## config.mk

```make
export PLATFORM = sky130hd
export DESIGN_NAME = shingle_fingerprint_generator
export DESIGN_NICKNAME = d
export VERILOG_FILES = /design/src/sv/sfg_pkg.sv /design/src/sv/sfg_front.sv /design/src/sv/sfg_queue.sv /design/src/sv/sfg_back.sv /design/src/sv/shingle_fingerprint_generator.sv
export SDC_FILE = /design/constraint.sdc
export NUM_CORES = 1
export LEC_CHECK = 0
export BUFFER_PORTS_ARGS = -buffer_cell sky130_fd_sc_hd__buf_2
export CAP_MARGIN = 25
export CORE_MARGIN = 1
export CORE_UTILIZATION = 64
export DETAILED_ROUTE_END_ITERATION = 8
export PLACE_DENSITY_LB_ADDON = 0.3
export SYNTH_ARGS = -nofsm -noshare
export SYNTH_HDL_FRONTEND = slang
export SYNTH_SLANG_ARGS = --single-unit
```

## constraint.sdc

```tcl
create_clock -name clock -period 8.9 [get_ports clock]
set_input_delay 1.78 -clock clock [delete_from_list [all_inputs] [get_ports clock]]
set_output_delay 1.78 -clock clock [all_outputs]
set_load 0.02 [all_outputs]
```

## src/sv/sfg_pkg.sv

```systemverilog
// Shared types and constants for the shingle fingerprint generator.
// No dependencies; imported by every sfg module and the top level.
package sfg_pkg;

   localparam logic [31:0] FNV_OFFSET = 32'd2166136261;
   localparam logic [31:0] FNV_PRIME  = 32'd16777619;
   localparam logic [31:0] POLY_BASE  = 32'd16777619;

   localparam int          MAX_WINDOW_DEFAULT = 8;
   localparam int          QUEUE_DEPTH        = 4;
   localparam int          CSR_W              = 4;
   localparam logic [CSR_W-1:0] WINDOW_RESET  = 4'd5;

   // One finished token handed from front to back.
   typedef struct packed {
      logic [31:0] word_hash;
      logic        doc_end;
   } token_type;

   typedef enum logic [1:0] {
      BACK_IDLE,
      BACK_CALC,
      BACK_OUT
   } back_state_type;

endpackage

```

## src/sv/sfg_front.sv

```systemverilog
// Front end: accepts byte requests and folds them into the FNV-1a token hash.
// Pushes each finished token hash into the token queue. Uses sfg_pkg.
module sfg_front (
   input  logic                clock,
   input  logic                reset,
   input  logic                req_valid,
   output logic                req_stall,
   input  logic [7:0]          req_data_byte,
   input  logic                req_byte_valid,
   input  logic                req_token_end,
   input  logic                req_doc_end,
   input  logic                queue_full,
   output logic                push,
   output sfg_pkg::token_type  push_token
);
   import sfg_pkg::*;

   logic [31:0] byte_hash_ff;
   logic [31:0] byte_hash_in;
   logic [31:0] folded;
   logic        accept;

   assign req_stall = queue_full;
   assign accept    = req_valid && !queue_full;

   always_comb begin
      folded = byte_hash_ff;
      if (req_byte_valid) begin
         folded = 32'((byte_hash_ff ^ {24'd0, req_data_byte}) * FNV_PRIME);
      end
      push_token.word_hash = (folded == 32'd0) ? 32'd1 : folded;
      push_token.doc_end   = req_doc_end;
      push                 = accept && req_token_end;
      byte_hash_in         = byte_hash_ff;
      if (accept) begin
         byte_hash_in = req_token_end ? FNV_OFFSET : folded;
      end
   end

   always_ff @(posedge clock) begin
      if (reset) begin
         byte_hash_ff <= FNV_OFFSET;
      end else begin
         byte_hash_ff <= byte_hash_in;
      end
   end

endmodule

```

## src/sv/sfg_queue.sv

```systemverilog
// Small FIFO of finished tokens between the front and back ends.
// Uses sfg_pkg for the entry type.
module sfg_queue #(
   parameter int DEPTH = sfg_pkg::QUEUE_DEPTH
) (
   input  logic                clock,
   input  logic                reset,
   input  logic                push,
   input  sfg_pkg::token_type  push_token,
   input  logic                pop,
   output sfg_pkg::token_type  head_token,
   output logic                full,
   output logic                empty
);
   import sfg_pkg::*;

   localparam int PTR_W = (DEPTH > 1) ? $clog2(DEPTH) : 1;
   localparam int CNT_W = $clog2(DEPTH + 1);

   token_type         entry_ff [DEPTH];
   logic [PTR_W-1:0]  wr_ptr_ff, wr_ptr_in;
   logic [PTR_W-1:0]  rd_ptr_ff, rd_ptr_in;
   logic [CNT_W-1:0]  count_ff, count_in;
   logic              do_push, do_pop;

   assign full       = (count_ff == CNT_W'(DEPTH));
   assign empty      = (count_ff == '0);
   assign head_token = entry_ff[rd_ptr_ff];
   assign do_push    = push && !full;
   assign do_pop     = pop && !empty;

   always_comb begin
      wr_ptr_in = wr_ptr_ff;
      rd_ptr_in = rd_ptr_ff;
      count_in  = count_ff;
      if (do_push) begin
         wr_ptr_in = (wr_ptr_ff == PTR_W'(DEPTH - 1)) ? '0 : PTR_W'(wr_ptr_ff + 1'b1);
      end
      if (do_pop) begin
         rd_ptr_in = (rd_ptr_ff == PTR_W'(DEPTH - 1)) ? '0 : PTR_W'(rd_ptr_ff + 1'b1);
      end
      if (do_push && !do_pop) begin
         count_in = CNT_W'(count_ff + 1'b1);
      end else if (do_pop && !do_push) begin
         count_in = CNT_W'(count_ff - 1'b1);
      end
   end

   always_ff @(posedge clock) begin
      if (reset) begin
         wr_ptr_ff <= '0;
         rd_ptr_ff <= '0;
         count_ff  <= '0;
      end else begin
         wr_ptr_ff <= wr_ptr_in;
         rd_ptr_ff <= rd_ptr_in;
         count_ff  <= count_in;
      end
   end

   always_ff @(posedge clock) begin
      if (do_push) begin
         entry_ff[wr_ptr_ff] <= push_token;
      end
   end

endmodule

```

## src/sv/sfg_back.sv

```systemverilog
// Back end: token hash window, iterative polynomial fingerprint and result register.
// Holds the window size register. Uses sfg_pkg.
module sfg_back #(
   parameter int MAX_WINDOW = sfg_pkg::MAX_WINDOW_DEFAULT
) (
   input  logic                       clock,
   input  logic                       reset,
   input  logic                       csr_write_en,
   input  logic [sfg_pkg::CSR_W-1:0]  csr_write_data,
   input  logic                       queue_empty,
   input  sfg_pkg::token_type         head_token,
   output logic                       pop,
   output logic                       rsp_valid,
   input  logic                       rsp_stall,
   output logic [31:0]                rsp_fingerprint,
   output logic                       rsp_fingerprint_valid,
   output logic [31:0]                rsp_word_hash,
   output logic                       rsp_doc_last
);
   import sfg_pkg::*;

   localparam int IDX_W = (MAX_WINDOW > 1) ? $clog2(MAX_WINDOW) : 1;
   localparam int CNT_W = $clog2(MAX_WINDOW + 1);

   back_state_type     state_ff, state_in;
   logic [CSR_W-1:0]   csr_ff;
   logic [31:0]        window_ff [MAX_WINDOW];
   logic [CNT_W-1:0]   seen_ff, seen_in;
   logic [IDX_W-1:0]   idx_ff, idx_in;
   logic [31:0]        acc_ff, acc_in;
   logic               ready_ff, ready_in;
   logic [31:0]        word_ff;
   logic               doc_ff;
   logic               shift;
   logic [4:0]         csr_wide;
   logic [4:0]         eff_wide;
   logic [CNT_W-1:0]   eff_window;
   logic [31:0]        product;
   logic               out_free;
   logic               load_rsp;
   logic               rsp_valid_ff, rsp_valid_in;
   logic [31:0]        rsp_fp_ff;
   logic               rsp_fpv_ff;
   logic [31:0]        rsp_word_ff;
   logic               rsp_doc_ff;

   // Window size: zero counts as one, anything above the window depth saturates.
   always_comb begin
      csr_wide = {1'b0, csr_ff};
      if (csr_wide == 5'd0) begin
         eff_wide = 5'd1;
      end else if (csr_wide > 5'(MAX_WINDOW)) begin
         eff_wide = 5'(MAX_WINDOW);
      end else begin
         eff_wide = csr_wide;
      end
      eff_window = CNT_W'(eff_wide);
   end

   assign product  = 32'(acc_ff * POLY_BASE);
   assign out_free = !rsp_valid_ff || !rsp_stall;

   always_comb begin
      state_in     = state_ff;
      seen_in      = seen_ff;
      idx_in       = idx_ff;
      acc_in       = acc_ff;
      ready_in     = ready_ff;
      pop          = 1'b0;
      shift        = 1'b0;
      load_rsp     = 1'b0;
      rsp_valid_in = rsp_valid_ff && rsp_stall;
      unique case (state_ff)
         BACK_IDLE: begin
            if (!queue_empty) begin
               pop   = 1'b1;
               shift = 1'b1;
               if (seen_ff != CNT_W'(MAX_WINDOW)) begin
                  seen_in = CNT_W'(seen_ff + 1'b1);
               end
               ready_in = (seen_in >= eff_window);
               acc_in   = '0;
               idx_in   = IDX_W'(eff_window - 1'b1);
               state_in = ready_in ? BACK_CALC : BACK_OUT;
            end
         end
         BACK_CALC: begin
            // Horner step, oldest hash first.
            acc_in = product + window_ff[idx_ff];
            if (idx_ff == '0) begin
               state_in = BACK_OUT;
            end else begin
               idx_in = IDX_W'(idx_ff - 1'b1);
            end
         end
         BACK_OUT: begin
            if (out_free) begin
               load_rsp     = 1'b1;
               rsp_valid_in = 1'b1;
               state_in     = BACK_IDLE;
               if (doc_ff) begin
                  seen_in = '0;
               end
            end
         end
         default: begin
            state_in = BACK_IDLE;
         end
      endcase
   end

   always_ff @(posedge clock) begin
      if (reset) begin
         state_ff     <= BACK_IDLE;
         csr_ff       <= WINDOW_RESET;
         seen_ff      <= '0;
         rsp_valid_ff <= 1'b0;
      end else begin
         state_ff     <= state_in;
         seen_ff      <= seen_in;
         rsp_valid_ff <= rsp_valid_in;
         if (csr_write_en) begin
            csr_ff <= csr_write_data;
         end
      end
   end

   // Entries past the fill count are never read, so the window needs no clear.
   always_ff @(posedge clock) begin
      idx_ff   <= idx_in;
      acc_ff   <= acc_in;
      ready_ff <= ready_in;
      if (shift) begin
         window_ff[0] <= head_token.word_hash;
         for (int i = 1; i < MAX_WINDOW; i++) begin
            window_ff[i] <= window_ff[i-1];
         end
         word_ff <= head_token.word_hash;
         doc_ff  <= head_token.doc_end;
      end
      if (load_rsp) begin
         rsp_fp_ff   <= !ready_ff ? 32'd0 : ((acc_ff == 32'd0) ? 32'd1 : acc_ff);
         rsp_fpv_ff  <= ready_ff;
         rsp_word_ff <= word_ff;
         rsp_doc_ff  <= doc_ff;
      end
   end

   assign rsp_valid             = rsp_valid_ff;
   assign rsp_fingerprint       = rsp_fp_ff;
   assign rsp_fingerprint_valid = rsp_fpv_ff;
   assign rsp_word_hash         = rsp_word_ff;
   assign rsp_doc_last          = rsp_doc_ff;

endmodule

```

## src/sv/shingle_fingerprint_generator.sv

```systemverilog
// Path: a token-end request goes into the token queue, is popped by the back end, runs
// through the Horner steps when the window is full, then loads the response register.
// Throughput: one byte request per cycle while req_stall is low; the back end pops no new
// token until the last response is loaded (one Horner step per cycle through a single
// multiplier); a 4-entry token queue absorbs bursts. Synchronous active-high reset:
// hash = offset basis, window empty, window size 5, queue and response register empty.
module shingle_fingerprint_generator #(
   parameter int MAX_WINDOW = sfg_pkg::MAX_WINDOW_DEFAULT
) (
   input  logic                       clock,
   input  logic                       reset,
   input  logic                       csr_write_en,
   input  logic [sfg_pkg::CSR_W-1:0]  csr_write_data,
   input  logic                       req_valid,
   output logic                       req_stall,
   input  logic [7:0]                 req_data_byte,
   input  logic                       req_byte_valid,
   input  logic                       req_token_end,
   input  logic                       req_doc_end,
   output logic                       rsp_valid,
   input  logic                       rsp_stall,
   output logic [31:0]                rsp_fingerprint,
   output logic                       rsp_fingerprint_valid,
   output logic [31:0]                rsp_word_hash,
   output logic                       rsp_doc_last
);
   import sfg_pkg::*;

   token_type push_token;
   token_type head_token;
   logic      push;
   logic      pop;
   logic      queue_full;
   logic      queue_empty;

   sfg_front u_front (
      .clock          (clock),
      .reset          (reset),
      .req_valid      (req_valid),
      .req_stall      (req_stall),
      .req_data_byte  (req_data_byte),
      .req_byte_valid (req_byte_valid),
      .req_token_end  (req_token_end),
      .req_doc_end    (req_doc_end),
      .queue_full     (queue_full),
      .push           (push),
      .push_token     (push_token)
   );

   sfg_queue #(
      .DEPTH (QUEUE_DEPTH)
   ) u_queue (
      .clock      (clock),
      .reset      (reset),
      .push       (push),
      .push_token (push_token),
      .pop        (pop),
      .head_token (head_token),
      .full       (queue_full),
      .empty      (queue_empty)
   );

   sfg_back #(
      .MAX_WINDOW (MAX_WINDOW)
   ) u_back (
      .clock                 (clock),
      .reset                 (reset),
      .csr_write_en          (csr_write_en),
      .csr_write_data        (csr_write_data),
      .queue_empty           (queue_empty),
      .head_token            (head_token),
      .pop                   (pop),
      .rsp_valid             (rsp_valid),
      .rsp_stall             (rsp_stall),
      .rsp_fingerprint       (rsp_fingerprint),
      .rsp_fingerprint_valid (rsp_fingerprint_valid),
      .rsp_word_hash         (rsp_word_hash),
      .rsp_doc_last          (rsp_doc_last)
   );

endmodule
```

==> results.cfg <==
[worst_setup_path]
path_buf_inv = 5
max_stage_delay_ns = 0.58
cp_max_fo = 6
crit_path_start_kind = input port
path_cells = buf_2 > xnor2_1 > inv_1 > ha_1 > ha_1 > fa_1 > ha_1 > fa_1 > ha_1 > inv_1 > fa_1 > inv_1 > ha_1 > a21oi_1 > o21ai_0 > a31oi_1 > nand4_1 > a2111oi_0 > buf_4 > nor2_1 > xnor2_1 > o21ai_0 > or4_1 > o31ai_1
crit_arrival_ns = 8.41
slowest_stage = or4_1
r2r-start = u_front.byte_hash_ff[7]
crit_family = adder cells
cp_common_cell = ha_1
crit_start = req_data_byte[7]
crit_required_ns = 9.27
endpoint_kind = flip-flop
crit_type = input port to flip-flop

[synth]
synth-edff-count = 491
ys.flop_type = edfxtp_1
avgSynthCellArea_um2 = 13.5
synthCells = 2481
ys_seq_elements = 546
yosys_warnings = 0
netlist.area_leader.share = 0.441
synth.top_cells.by_area = edfxtp_1, ha_1, fa_1
synth_seq_area_share = 0.474
synth_area_um2 = 33400
ys_async_sr_fraction = 0
synth_fp_nets = 3090
synth_cell_type_count = 73
synth_area_leader_cell = edfxtp_1

[timing]
rsz0062_at_grt = no
fin_skew_ns = 0.0571
clock.fmax_mhz = 124
fin_crit_ns = 8.04
setup_viol = 0
postLayoutSetupSlackWorst_ns = 0.859
fin_setup_tns_ns = 0
tightest_slew_ns = 0.921
max_slew_margin = 0.381
finalHoldViolCount = 0
slew_viol_final = 0
post-route-period-util = 0.903

[routing]
ant_nets = 0
drt-total-wl_mm = 74.0
avgRoutedWirePerCell_um = 22.3
first_iter_violations = 1454
m1WireLength_mm = 31.2
wl_met3_mm = 4.17
top_layer = met4
vias_per_cell = 5.90
vias = 19600
wl_met2_mm = 36.4
drcViolationCount = 0
dr.pass1.iters = 5

[cts]
cts-root-buf = clkbuf_16
cts.sinks = 546
clkTransAtPathRegs_ns = 0.06
cts_setup_buffers = 0
cts_htree_levels = 2
cts_buffer_depth = 3
worstSkewPairLatency_ns = 0.64
cts_tree = yes
numCtsBuffers = 54
postCtsHoldBufs = 0
ctsResizeCount = 0

[layout]
n_antenna_cell = 0
drive_gt1_frac = 0.141
final_cells = 3325
final_cell_area_um2 = 36600
nets = 3209
layout_commonest_cell = inv_1
final_cell_mix = inv_1, edfxtp_1, ha_1, fa_1, mux4_2
area_delta_synth_final_pct = 9.60

[global_route]
grt_pass1_vias = 20600
antenna_found_initial = 1
grt_util_all_layers = 0.289
grt_max_degree = 109
grt_pass1_wl_mm = 116
grt.overflow.total = 0

[die]
core_area_um2 = 51400
die_h_um = 230
rows = 83
initial_core_util = 0.650
ios = 88
die-area_um2 = 53100
die_x_um = 230

[hold_path]
hold_class = flip-flop to flip-flop
hp-start = u_back.window_ff[2][26]

[place]
port_buffers = 87
dpl.hpwl_mm = 52.4
dp.cells = 3222
place_area_um2 = 34700
gp_congestion = 0.924
dpl_worst_slack_ns = 0.452

[run_status]
status = finished clean

[job]
drv_cap = 0
==> sequential cells by signal, indices dropped and copies added, names as in the netlist, 2 cells and up, named ones only <==
register / cells
u_back.acc_ff: 32
u_back.csr_ff: 4
u_back.idx_ff: 3
u_back.rsp_fingerprint: 32
u_back.rsp_word_hash: 32
u_back.seen_ff: 4
u_back.state_ff: 2
u_back.window_ff: 256
u_front.byte_hash_ff: 32
u_queue.count_ff: 3
u_queue.entry_ff: 132
u_queue.rd_ptr_ff: 2
u_queue.wr_ptr_ff: 2
==> layout make-up <==
cell class / count / area, um^2
inverters: 505 / 1900
fillers: 3428 / 14800
clock inverters: 37 / 468
flip-flops and latches: 546 / 15900
repair buffers: 119 / 699
well taps: 680 / 851
multi-input cells: 1374 / 15400
clock buffers: 64 / 1410
==> cells by family (layout without fill, tap and decap cells) <==
group | after synthesis | after routing | synth area share
AOI/OAI and AO/OA | 219 | 219 | 0.0432
xor gates and xnor gates | 88 | 88 | 0.0231
adders and majority gates | 589 | 589 | 0.261
buffers and inverters | 561 | 725 | 0.0646
DFF | 546 | 546 | 0.474
muxes | 156 | 156 | 0.0852
and+or+nand+nor | 322 | 322 | 0.0486
==> per-stage QoR <==
| step | hold WS [ns] | utilization |
|---|---|---|
| finish | 0.411 | 0.712 |
| global route | 0.427 | 0.712 |
| CTS | 0.410 | 0.711 |
| detailed placement | 0.428 | 0.675 |
| global placement | 0.424 | 0.675 |
| floorplan | 0.421 | - |
==> path summary, 6_finish.rpt <==
kind                            slack, ns  cells after the start                 endpoint
worst max-delay path                 0.86                     24   u_queue.entry_ff[1][1]
worst min-delay path                 0.41                      0  u_back.window_ff[3][26]
worst max register to register       1.74                     23   u_queue.entry_ff[1][1]
worst min register to register       0.41                      0  u_back.window_ff[3][26]
==> synth_stat cells (4+ instances only) <==
cell type,number
a211o_1,4
a21o_1,28
a21oi_1,65
a22oi_1,17
a31oi_1,8
and2_1,38
and3_1,7
buf_1,14
buf_6,5
clkbuf_1,35
dfxtp_1,55
edfxtp_1,491
fa_1,179
ha_1,410
inv_1,505
mux2_2,45
mux2i_1,11
mux4_2,97
nand2_1,77
nand2b_1,9
nand3_1,23
nand3b_1,4
nand4_1,14
nor2_1,79
nor2b_1,14
nor3_1,23
o211ai_1,10
o21a_1,13
o21ai_0,32
o21bai_1,4
o31ai_1,6
or2_2,4
or3_1,7
or4_1,5
xnor2_1,52
xor2_1,36
==> layer usage <==
layer | vias up | global-route usage
li1 | 8892 | -
met4 | 0 | 0.0946
met1 | 9932 | 0.389
met5 | - | 0
met2 | 663 | 0.489
met3 | 126 | 0.0374
Power is not shown: default switching activity piles up to over one toggle a cycle in this logic, so the estimate is an artifact.
